--- config.mk ---
export PLATFORM = sky130hd
export DESIGN_NAME = lru_cache_hit_counter_top
export DESIGN_NICKNAME = d
export VERILOG_FILES = /design/src/sv/lchc_pkg.sv /design/src/sv/lru_cache_hit_counter_top.sv
export SDC_FILE = /design/constraint.sdc
export NUM_CORES = 1
export LEC_CHECK = 0
export BUFFER_PORTS_ARGS = -buffer_cell sky130_fd_sc_hd__buf_2
export CAP_MARGIN = 10
export CORE_UTILIZATION = 64
export DETAILED_ROUTE_END_ITERATION = 16
export PLACE_DENSITY = 0.91
export REMOVE_ABC_BUFFERS = 1
export SETUP_SLACK_MARGIN = 0.02
export SLEW_MARGIN = 20
export SYNTH_ARGS = -nofsm -noshare
export SYNTH_HDL_FRONTEND = slang
export SYNTH_SLANG_ARGS = --single-unit
--- constraint.sdc ---
create_clock -name clk_i -period 13.6 [get_ports clk_i]
set_input_delay 1.36 -clock clk_i [delete_from_list [all_inputs] [get_ports clk_i]]
set_output_delay 1.36 -clock clk_i [all_outputs]
set_load 0.01 [all_outputs]
--- src/sv/lchc_pkg.sv ---
// ----------------------------------------------------------------------------
// lchc_pkg: shared types and constants for the LRU cache hit counter
// Holds the sequencer state type and the fixed field widths.
// ----------------------------------------------------------------------------
package lchc_pkg;

  localparam int unsigned ENTRIES_DEF = 16;
  localparam int unsigned KEY_W       = 32;
  localparam int unsigned CAP_W       = 5;
  localparam int unsigned COUNT_W     = 32;

  localparam logic [CAP_W-1:0] CAP_RESET = 5'd16;

  typedef enum logic [2:0] {
    ST_IDLE,
    ST_SCAN,
    ST_DRAIN,
    ST_UPDATE,
    ST_OUT
  } state_e;

endpackage

--- src/sv/lru_cache_hit_counter_top.sv ---
// ----------------------------------------------------------------------------
// lru_cache_hit_counter_top: fully associative LRU key cache with hit count
//
// Input channel (in_valid_i / in_stall_o) carries one key and a start flag.
// Output channel (out_valid_o / out_stall_i) returns the hit flag and the
// saturating hit count of the current sequence, one result beat per input.
// cfg_we_i / cfg_wdata_i write the capacity register. The user must write it
// only while the block is idle; the block itself does not enforce this.
//
// One comparator walks the key memory one entry a cycle. A beat passes
// through SCAN over every entry, DRAIN for the registered memory read,
// UPDATE for ranks and memory, and OUT, where the result is presented
// until taken. A new beat is taken only once the previous result has
// been delivered.
//
// Reset empties the cache, zeroes the count and sets the capacity to 16.
// No clearing pass is needed: entries are gated by per-entry valid bits.
// While the receiver stalls, the result holds and the input stays stalled.
// ----------------------------------------------------------------------------
module lru_cache_hit_counter_top #(
  parameter int unsigned ENTRIES = lchc_pkg::ENTRIES_DEF
) (
  input  logic                                clk_i,
  input  logic                                rst_ni,
  input  logic                                cfg_we_i,
  input  logic [lchc_pkg::CAP_W-1:0]          cfg_wdata_i,
  input  logic                                in_valid_i,
  output logic                                in_stall_o,
  input  logic signed [lchc_pkg::KEY_W-1:0]   request_key_i,
  input  logic                                start_sequence_i,
  output logic                                out_valid_o,
  input  logic                                out_stall_i,
  output logic                                hit_o,
  output logic [lchc_pkg::COUNT_W-1:0]        hit_count_o
);
  import lchc_pkg::*;

  localparam int unsigned IW  = (ENTRIES > 1) ? $clog2(ENTRIES) : 1;
  localparam int unsigned OW  = $clog2(ENTRIES + 1);
  localparam int unsigned CW  = ((OW > CAP_W) ? OW : CAP_W) + 1;
  localparam logic [IW-1:0] LAST = IW'(ENTRIES - 1);

  state_e state_q, state_d;

  logic [CAP_W-1:0]   capacity_q;
  logic [IW-1:0]      idx_q;
  logic               cmp_vld_q;
  logic [IW-1:0]      cmp_idx_q;
  logic [KEY_W-1:0]   key_q;
  logic [KEY_W-1:0]   rdata_q;

  logic               found_q, free_q, vic_q;
  logic [IW-1:0]      found_idx_q, free_idx_q, vic_idx_q;
  logic [IW-1:0]      found_rank_q;

  logic [ENTRIES-1:0] valid_q, valid_d;
  logic [IW-1:0]      rank_q [ENTRIES];
  logic [IW-1:0]      rank_d [ENTRIES];
  logic [OW-1:0]      occ_q, occ_d;
  logic [COUNT_W-1:0] hit_total_q, hit_total_d;

  logic [KEY_W-1:0]   key_mem [ENTRIES];

  logic               in_acc, out_acc;
  logic               rd_en, scanning, updating;
  logic               mem_we;
  logic [IW-1:0]      mem_waddr;
  logic               age_en, age_all, tgt_en;
  logic [IW-1:0]      age_limit, tgt_idx;
  logic               miss_full;
  logic [CW-1:0]      cap_eff;
  logic               cmp_valid, cmp_match, cmp_victim;

  assign in_acc  = in_valid_i && !in_stall_o;
  assign out_acc = out_valid_o && !out_stall_i;

  // next state
  always_comb begin
    state_d = state_q;
    unique case (state_q)
      ST_IDLE:   if (in_acc) state_d = ST_SCAN;
      ST_SCAN:   if (idx_q == LAST) state_d = ST_DRAIN;
      ST_DRAIN:  state_d = ST_UPDATE;
      ST_UPDATE: state_d = ST_OUT;
      ST_OUT:    if (out_acc) state_d = ST_IDLE;
      default:   state_d = ST_IDLE;
    endcase
  end

  // sequencer outputs
  always_comb begin
    in_stall_o  = 1'b1;
    out_valid_o = 1'b0;
    rd_en       = 1'b0;
    scanning    = 1'b0;
    updating    = 1'b0;
    unique case (state_q)
      ST_IDLE:   in_stall_o  = 1'b0;
      ST_SCAN: begin
        rd_en    = 1'b1;
        scanning = 1'b1;
      end
      ST_DRAIN:  scanning    = 1'b1;
      ST_UPDATE: updating    = 1'b1;
      ST_OUT:    out_valid_o = 1'b1;
      default:   in_stall_o  = 1'b1;
    endcase
  end

  assign hit_o       = found_q;
  assign hit_count_o = hit_total_q;

  // compare stage
  assign cmp_valid  = scanning && cmp_vld_q && valid_q[cmp_idx_q];
  assign cmp_match  = cmp_valid && (rdata_q == key_q);
  assign cmp_victim = cmp_valid && ((CW'(rank_q[cmp_idx_q]) + CW'(1)) == CW'(occ_q));

  assign cap_eff   = (CW'(capacity_q) > CW'(ENTRIES)) ? CW'(ENTRIES) : CW'(capacity_q);
  assign miss_full = (CW'(occ_q) + CW'(1)) > cap_eff;

  // update decisions
  always_comb begin
    age_en      = 1'b0;
    age_all     = 1'b0;
    age_limit   = found_rank_q;
    tgt_en      = 1'b0;
    tgt_idx     = found_idx_q;
    mem_we      = 1'b0;
    mem_waddr   = free_idx_q;
    occ_d       = occ_q;
    hit_total_d = hit_total_q;
    if (updating) begin
      if (found_q) begin
        age_en = 1'b1;
        tgt_en = 1'b1;
        if (hit_total_q != '1) hit_total_d = hit_total_q + COUNT_W'(1);
      end else if (miss_full) begin
        if (vic_q) begin
          age_en    = 1'b1;
          age_limit = IW'(occ_q - OW'(1));
          tgt_en    = 1'b1;
          tgt_idx   = vic_idx_q;
          mem_we    = 1'b1;
          mem_waddr = vic_idx_q;
        end
      end else if (free_q) begin
        age_en  = 1'b1;
        age_all = 1'b1;
        tgt_en  = 1'b1;
        tgt_idx = free_idx_q;
        mem_we  = 1'b1;
        occ_d   = occ_q + OW'(1);
      end
    end
    if (in_acc && start_sequence_i) begin
      occ_d       = '0;
      hit_total_d = '0;
    end
  end

  // per-entry rank and valid lanes
  always_comb begin
    for (int i = 0; i < ENTRIES; i++) begin
      rank_d[i]  = rank_q[i];
      valid_d[i] = valid_q[i];
      if (age_en && valid_q[i] && (age_all || rank_q[i] < age_limit)) begin
        rank_d[i] = rank_q[i] + IW'(1);
      end
      if (tgt_en && tgt_idx == IW'(i)) begin
        rank_d[i]  = '0;
        valid_d[i] = 1'b1;
      end
      if (in_acc && start_sequence_i) valid_d[i] = 1'b0;
    end
  end

  always_ff @(posedge clk_i or negedge rst_ni) begin
    if (!rst_ni) begin
      state_q     <= ST_IDLE;
      capacity_q  <= CAP_RESET;
      idx_q       <= '0;
      cmp_vld_q   <= 1'b0;
      found_q     <= 1'b0;
      free_q      <= 1'b0;
      vic_q       <= 1'b0;
      valid_q     <= '0;
      occ_q       <= '0;
      hit_total_q <= '0;
      for (int i = 0; i < ENTRIES; i++) rank_q[i] <= '0;
    end else begin
      state_q     <= state_d;
      valid_q     <= valid_d;
      occ_q       <= occ_d;
      hit_total_q <= hit_total_d;
      rank_q      <= rank_d;
      cmp_vld_q   <= rd_en;
      if (cfg_we_i) capacity_q <= cfg_wdata_i;
      if (in_acc) begin
        idx_q   <= '0;
        found_q <= 1'b0;
        free_q  <= 1'b0;
        vic_q   <= 1'b0;
      end else begin
        if (rd_en) idx_q <= idx_q + IW'(1);
        if (cmp_match && !found_q) found_q <= 1'b1;
        if (scanning && cmp_vld_q && !valid_q[cmp_idx_q] && !free_q) free_q <= 1'b1;
        if (cmp_victim && !vic_q) vic_q <= 1'b1;
      end
    end
  end

  // payload registers
  always_ff @(posedge clk_i) begin
    if (in_acc) key_q <= request_key_i;
    if (rd_en) cmp_idx_q <= idx_q;
    if (cmp_match && !found_q) begin
      found_idx_q  <= cmp_idx_q;
      found_rank_q <= rank_q[cmp_idx_q];
    end
    if (scanning && cmp_vld_q && !valid_q[cmp_idx_q] && !free_q) free_idx_q <= cmp_idx_q;
    if (cmp_victim && !vic_q) vic_idx_q <= cmp_idx_q;
  end

  // key memory
  always_ff @(posedge clk_i) begin
    if (mem_we) key_mem[mem_waddr] <= key_q;
    if (rd_en) rdata_q <= key_mem[idx_q];
  end

  a_occ_matches_valid: assert property (@(posedge clk_i) disable iff (!rst_ni)
    occ_q == OW'($countones(valid_q)))
    else $error("occupancy does not match valid entries");

  a_occ_bound: assert property (@(posedge clk_i) disable iff (!rst_ni)
    CW'(occ_q) <= CW'(ENTRIES))
    else $error("occupancy above entry count");

  a_hit_increments: assert property (@(posedge clk_i) disable iff (!rst_ni)
    (state_q == ST_UPDATE && found_q && hit_total_q != '1)
      |=> hit_total_q == $past(hit_total_q) + COUNT_W'(1))
    else $error("hit count did not advance on hit");

  a_count_monotonic: assert property (@(posedge clk_i) disable iff (!rst_ni)
    (state_q != ST_IDLE) |=> hit_total_q >= $past(hit_total_q))
    else $error("hit count dropped mid-beat");

endmodule
==> metrics.txt, run 1 <==
YS warnings=0; global placer's final weighted congestion=between 0.8 and 0.9; final setup violating endpoints=0; pins over their slew limit=0; Final Hold Fails=0; worst clock skew=32.4 ps; DRT Pass-1 Iters=5; worst slew pin tran=between 1000 and 1500 ps; DRT iter0 DRCs=~2200; Avg Cell Area, Syn=approximately 18 um2; average wire per standard cell=about 33 um; H-tree depth=3; register area=21200 um2; CTS clk-pin slew, worst paths=~60 ps; HP Class=reg -> reg; layout cell share with drive strength beyond 1=24.7%; Internal Power=between 0.004 and 0.005 W; crit path launch type=register; status=finished clean; critical path type=reg -> reg; Starting Density=65.2%; initial antenna violation count=2; setup TNS=0 ps; Finished Cell Area=34800 um2; Setup crit end kind=register; Logic pwr share=21.7%; hold buffers post-CTS=0; Post-CTS Setup Inserts=0; Via Count=~18000; net load switching power=0.00183 W; FMAX=approximately 180 MHz; RSZ-0062 raised after global routing=no; DR vias/cell=around 7; io pins=roughly 80; Req. time, crit path=13860 ps; DRC Markers=0; Reg2Reg Depth=12; worst hold path stage count=1; nets=~2000; DRT Wirelength=about 84000 um; Final period util=just over 40%; FILL cells=~2600; ys async rst share=around 18%; grt total ovfl=0; Max Cap Viol=0; Syn-to-layout area delta=11.2%; Clock Tree Buf Depth=3; #FFs+latches synth=approximately 730; Clk pwr share=between 30% and 40%; Clk Latency, worst-skew pair=around 630 ps; number of distinct library cells after synthesis=74; post-CTS sizing=0; Mapped Cells=between 1500 and 2000; PD cells=approximately 180 nW/um2; multi-input logic area=around 9800 um2; placed inst area=roughly 33000 um2; Sequential Power Share=a little under half; Hold Slack=509 ps; die height=around 220 um; sequential cell area fraction in the yosys report=between 60 and 70%; Final HPWL DP=~45000 um; Critical Path AT=5790 ps; DRT antenna net count=0; Die Wd=around 220 um; number of global-route vias before repair=about 19000; maximum number of pins on one net before global-route repair=a little under 80; number of buffers created by CTS=a little over 70; row count=80; EDFF count, synth=596; sw frac=29.5%; fin crit period=5530 ps; critical path peak fanout=19; # clock sinks=between 700 and 800; Static Leak=around 12 nW; Mapped Area=~31000 um2; gr usage total=34.6%; Root Buffer=clkbuf_16; Peak VDD IR=around 0.16 mV; TritonCTS clock tree=built; Rel. slew slack=between 20% and 30%; die area=between 40000 and 50000 um2; ys flop type=edfxtp_1; I/O Buffers=between 70 and 80; core footprint=between 40000 and 50000 um2; first-pass GRT wire length=approximately 120000 um
cell type report:
class	instances	area share, %
clock inverter	31	0.819
inverter	30	0.323
sequential	729	60.9
multi-input combinational	926	28.2
timing repair buffer	111	1.91
clock buffer	96	5.58
antenna	1	0.00718
tap	615	2.21
logic make-up (layout without fill, tap and decap cells):
| family | after synthesis | after routing | share of synthesized area, % |
|---|---|---|---|
| fa+ha+maj | 74 | 74 | 2.95 |
| other cells | 0 | 1 | 0 |
| compound gates | 210 | 210 | 5.66 |
| xor+xnor | 88 | 88 | 2.46 |
| mux | 206 | 206 | 13.8 |
| simple gates | 348 | 348 | 6.06 |
| buf+inv | 96 | 268 | 1.38 |
| flops | 729 | 729 | 67.7 |
synthesized netlist by cell type, types with 8 or more instances:
cell / instances / share of area, %
a21o_1: 18 / 0.43
a21oi_1: 46 / 0.73
and3_1: 12 / 0.24
buf_1: 15 / 0.18
buf_2: 8 / 0.13
clkbuf_1: 33 / 0.40
dfrtp_1: 132 / 11
edfxtp_1: 596 / 57
ha_1: 74 / 3.0
inv_1: 30 / 0.36
mux2i_1: 21 / 0.67
mux4_2: 180 / 13
nand2_1: 40 / 0.48
nand2b_1: 16 / 0.32
nand3_1: 38 / 0.61
nand4_1: 18 / 0.36
nor2_1: 98 / 1.2
nor2_2: 8 / 0.16
nor2b_1: 10 / 0.20
nor3_1: 23 / 0.37
o21a_1: 16 / 0.38
o21ai_0: 42 / 0.67
o22a_1: 12 / 0.34
o311ai_4: 10 / 0.84
or3_1: 36 / 0.72
xnor2_1: 49 / 1.4
xor2_1: 39 / 1.1
through the flow:
stage	power [W]	setup slack, ps	std cells	util (%)
after detailed placement	0.00423	8010	2409	67.8
after CTS	0.00621	7790	2536	72.4
after global routing	0.00638	7890	2539	72.5
final	0.00622	8070	2539	72.5
after global placement	0.00413	8480	2409	67.8
after floorplan	0.00393	7210	1685	-
critical path, cell delays in order (launching register included):
cell and delay (ps):
dfrtp_1 500, ha_1 280, nand3_1 120, xnor2_1 240, ha_1 290, and3_1 200, o21a_1 180, o31a_4 360
o21ai_2 660, mux2i_1 740, nand2b_1 450, nor2_4 620, buf_4 520
power by group through the flow:
stage               logic (W)  clock network, W  registers, W
floorplan            0.000935                 0       0.00300
global placement      0.00120                 0       0.00293
detailed placement    0.00128                 0       0.00295
CTS                   0.00134           0.00195       0.00292
global route          0.00141           0.00203       0.00295
finish                0.00135           0.00194       0.00293
cell usage in the layout (no fill, tap or decap), types with 19 or more instances in the layout:
| master | netlist | layout |
|---|---|---|
| edfxtp_1 | 596 | 596 |
| clkbuf_1 | 33 | 21 |
| mux4_2 | 180 | 180 |
| dfrtp_1 | 132 | 128 |
| nor3_1 | 23 | 19 |
| nand3_1 | 38 | 38 |
| nand2_1 | 40 | 40 |
| buf_2 | 8 | 76 |
| xor2_1 | 39 | 39 |
| buf_4 | 6 | 33 |
| o21ai_0 | 42 | 42 |
| inv_1 | 30 | 30 |
| xnor2_1 | 49 | 49 |
| clkbuf_16 | 0 | 74 |
| mux2i_1 | 21 | 21 |
| nor2_4 | 6 | 20 |
| ha_1 | 74 | 74 |
| a21oi_1 | 46 | 46 |
| or3_1 | 36 | 36 |
| nor2_1 | 98 | 84 |
per-layer routing:
| metal | up-vias | GRT usage, % | wire length (um) |
|---|---|---|---|
| met1 | 9351 | 41.7 | 28100 |
| met3 | 311 | 6.01 | 6970 |
| met5 | - | 0 | 14 |
| li1 | 7277 | - | - |
| met2 | 1238 | 59.6 | 43400 |
| met4 | 2 | 19.1 | 5180 |
state kept, by name, indices dropped and copies added (netlist names):
name and flops:
key_q 32, state_q 3, vic_q 1, free_q 1, cmp_idx_q 4, hit_count_o 32
vic_idx_q 4, capacity_q 5, cmp_vld_q 1, rank_q 64, valid_q 16, occ_q 5
found_idx_q 4, idx_q 4, key_mem 512, found_rank_q 4, hit_o 1, rdata_q 32
free_idx_q 4
worst paths after layout:
| path | startpoint | endpoint | slack (ps) |
|---|---|---|---|
| worst max register to register | occ_q[0] | key_mem[12][7] | 8070 |
| max in group asynchronous | rst_ni | hit_count_o[8] | 11550 |
| min in group asynchronous | rst_ni | occ_q[3] | 800 |
| worst min-delay path | capacity_q[0] | capacity_q[0] | 510 |
| worst max-delay path | occ_q[0] | key_mem[12][7] | 8070 |
| worst min register to register | capacity_q[0] | capacity_q[0] | 510 |
(Power assumes the default switching activity.)
==> run 2: changes to the inputs <==
--- a/config.mk
+++ b/config.mk
@@ -7,9 +7,9 @@
 export LEC_CHECK = 0
 export BUFFER_PORTS_ARGS = -buffer_cell sky130_fd_sc_hd__buf_2
 export CAP_MARGIN = 10
-export CORE_UTILIZATION = 64
+export CORE_UTILIZATION = 56
 export DETAILED_ROUTE_END_ITERATION = 16
-export PLACE_DENSITY = 0.91
+export PLACE_DENSITY = 0.85
 export REMOVE_ABC_BUFFERS = 1
 export SETUP_SLACK_MARGIN = 0.02
 export SLEW_MARGIN = 20
==> constraint.sdc (replaced) <==
create_clock -name clk_i -period 5 [get_ports clk_i]
set_input_delay 0.5 -clock clk_i [delete_from_list [all_inputs] [get_ports clk_i]]
set_output_delay 0.5 -clock clk_i [all_outputs]
set_load 0.01 [all_outputs]
==> run 2 against run 1 <==
Final cell count rose by 6.1%. Worst hold slack got worse by 450 ps. Design area rose by 1.6%. Global-route usage fell by 8.1 points. Die area rose by 14%. Highest routed layer unchanged. Utilization fell by 8.4 points. Via count fell by 4.5%. Flip-flop and latch count did not move. Count of clock-buffer cells in the layout fell by 5. Power rose to 2.7 times the previous value. Critical endpoint is now key_mem[9][3].
==> metrics.txt, run 2 (same netlist as run 1, synthesis figures left out) <==
Hold Slack=56.7 ps (was 509 ps); Static Leak=12.6 nW (was 12.4 nW); Clock Tree Buf Depth=3 (unchanged); Reg2Reg Depth=11 (was 12); Max Cap Viol=0 (unchanged); pins over their slew limit=0 (unchanged); CTS clk-pin slew, worst paths=60 ps (about the same); layout cell share with drive strength beyond 1=25.4% (was 24.7%); nets=2002 (was 1987); grt total ovfl=0 (unchanged); DRT Pass-1 Iters=5 (unchanged); Die Wd=239 um (was 223 um); Syn-to-layout area delta=12.9% (was 11.2%); max FFs per register=512 (unchanged); Power Total=0.0169 W (was 0.00622 W); gr usage total=26.5% (was 34.6%); HP Class=in -> reg (was reg -> reg); status=finished clean (unchanged); Final HPWL DP=41200 um (was 44900 um); die area=56900 um2 (was 49900 um2); Rel. slew slack=30.1% (was 25.2%); RSZ-0062 raised after global routing=no (unchanged); Critical Path AT=4900 ps (was 5790 ps); reg2reg setup slack=340 ps (was 8070 ps); worst slew pin tran=1050 ps (was 1120 ps); WL met2=39300 um (was 43400 um); Sequential Power Share=47.4% (was 47.1%); sw frac=28.1% (was 29.5%); crit path launch type=register (unchanged); min-delay src=request_key_i[14] (was capacity_q[0]); critical path peak fanout=26 (was 19); first-pass GRT wire length=111000 um (was 123000 um); row count=86 (was 80); global placer's final weighted congestion=0.857 (was 0.899); worst clock skew=38.5 ps (was 32.4 ps); Largest Register=key_mem (unchanged); DR vias/cell=6.45 (was 7.16); initial antenna violation count=3 (was 2); io pins=78 (unchanged); Logic pwr share=20.5% (was 21.7%); FMAX=214 MHz (was 181 MHz); critical path type=reg -> reg (unchanged); uppermost layer routed=met5 (unchanged); Root Buffer=clkbuf_16 (unchanged); DRT met1 WL=27300 um (was 28100 um); Internal Power=0.0121 W (was 0.00438 W); number of global-route vias before repair=18039 (was 18862); FILL cells=3568 (was 2646); DRC Markers=0 (unchanged); worst hold path stage count=1 (unchanged); R2R Path End=key_mem[9][3] (was key_mem[12][7]); Setup crit end kind=register (unchanged); I/O Buffers=77 (unchanged); Clk pwr share=32.1% (was 31.2%); Clk Latency, worst-skew pair=620 ps (was 630 ps); Final Hold Fails=0 (unchanged); net load switching power=0.00475 W (was 0.00183 W); die height=239 um (was 223 um); Peak VDD IR=0.270 mV (was 0.162 mV); DRT antenna net count=0 (unchanged); average wire per standard cell=27.4 um (was 33.0 um); Starting Density=56.8% (was 65.2%); commonest non-fill, non-tap cells in the layout=596 x edfxtp_1, 180 x mux4_2, 128 x dfrtp_1, 84 x nor2_1 (was 596 x edfxtp_1, 180 x mux4_2, 128 x dfrtp_1, 84 x nor2_1, 76 x buf_2); biggest regs=key_mem: 512 flops, rank_q: 64 flops (unchanged); met3 WL post-DR=4920 um (was 6970 um); DRT iter0 DRCs=1862 (was 2244); reg2reg start=occ_q[0] (unchanged); fin crit period=4660 ps (was 5530 ps); H-tree depth=3 (unchanged); Req. time, crit path=5240 ps (was 13860 ps); DRT Wirelength=73800 um (was 83700 um); PD cells=476 nW/um2 (was 178 nW/um2); number of buffers created by CTS=74 (was 72); Final period util=93.3% (was 40.7%); maximum number of pins on one net before global-route repair=83 (was 78); # clock sinks=729 (unchanged); Via Count=17357 (was 18179); WHS Endpoint=key_q[14] (was capacity_q[0]); final setup violating endpoints=0 (unchanged); TritonCTS clock tree=built (unchanged); most common cell after layout, fill and taps aside=edfxtp_1 (unchanged); core footprint=55200 um2 (was 48000 um2)
-- run 2: cell count changes in the layout (fill, tap and decap cells not counted), sizes merged --
cell,previous run,this run
buf,111,123
dlygate4sd3,0,1
clkinv,23,35
inv,34,31
clkbuf,96,91
bufinv,3,5
clkinvlp,1,3
-- run 2: final cells by class --
cell class | instances | area [um2] | share of cell area (%)
Sequential cell | 729 | 21200 | 60.0
Multi-Input combinational cell | 926 | 9840 | 27.8
Clock buffer | 91 | 1970 | 5.56
Tap cell | 748 | 936 | 2.64
Timing Repair Buffer | 124 | 905 | 2.55
Clock inverter | 44 | 405 | 1.14
Inverter | 30 | 113 | 0.318
Antenna cell | 1 | 2.50 | 0.00707
-- run 2: worst max-delay path by stage --
stage          startpoint             end
3_5_place_dp     occ_q[0]   key_mem[8][7]
3_3_place_gp     occ_q[0]      rank_q[63]
6_report         occ_q[0]   key_mem[9][3]
2_1_floorplan    idx_q[0]      rdata_q[0]
4_1_cts          occ_q[0]  key_mem[8][13]
5_1_grt          occ_q[0]   key_mem[9][3]
-- run 2: worst max-delay path, cell delays in order (launching register included) --
cell and delay [ps]:
dfrtp_1 500, ha_1 280, nand3_1 120, xnor2_1 210
ha_1 270, and3_1 190, nand3_1 210, o31ai_4 180
a21oi_1 560, a31oi_1 440, nor3_2 740, buf_4 580
-- run 2: power groups by stage --
stage          clock, W  sequential, W  combinational (W)
2_1_floorplan         0        0.00815            0.00254
3_3_place_gp          0        0.00808            0.00324
3_5_place_dp          0        0.00812            0.00336
4_1_cts         0.00549        0.00802            0.00345
5_1_grt         0.00571        0.00807            0.00367
6_report        0.00541        0.00800            0.00345
-- run 2: metrics by stage --
stage,instance area (um2),utilization [%],setup slack (ps),setup TNS [ps],instances
4_1_cts,35300,64.0,134,0,2689
3_5_place_dp,33000,59.7,223,0,2553
6_report,35400,64.1,336,0,2693
5_1_grt,35400,64.1,32.7,0,2693
3_3_place_gp,33000,59.7,317,0,2553
2_1_floorplan,31000,-,-1390,-208950,1685
-- run 2: per-layer routing --
layer	track usage, %	up-vias
met5	0	-
met4	8.72	2
met1	33.3	9109
met2	46.8	765
li1	-	7328
met3	4.25	153
-- run 2: timing repair --
action,CTS,global route
buffers inserted,0,2
endpoints found under the hold margin,80,0
setup endpoints to repair,0,100
hold buffers,1,0
gates resized for setup,0,2
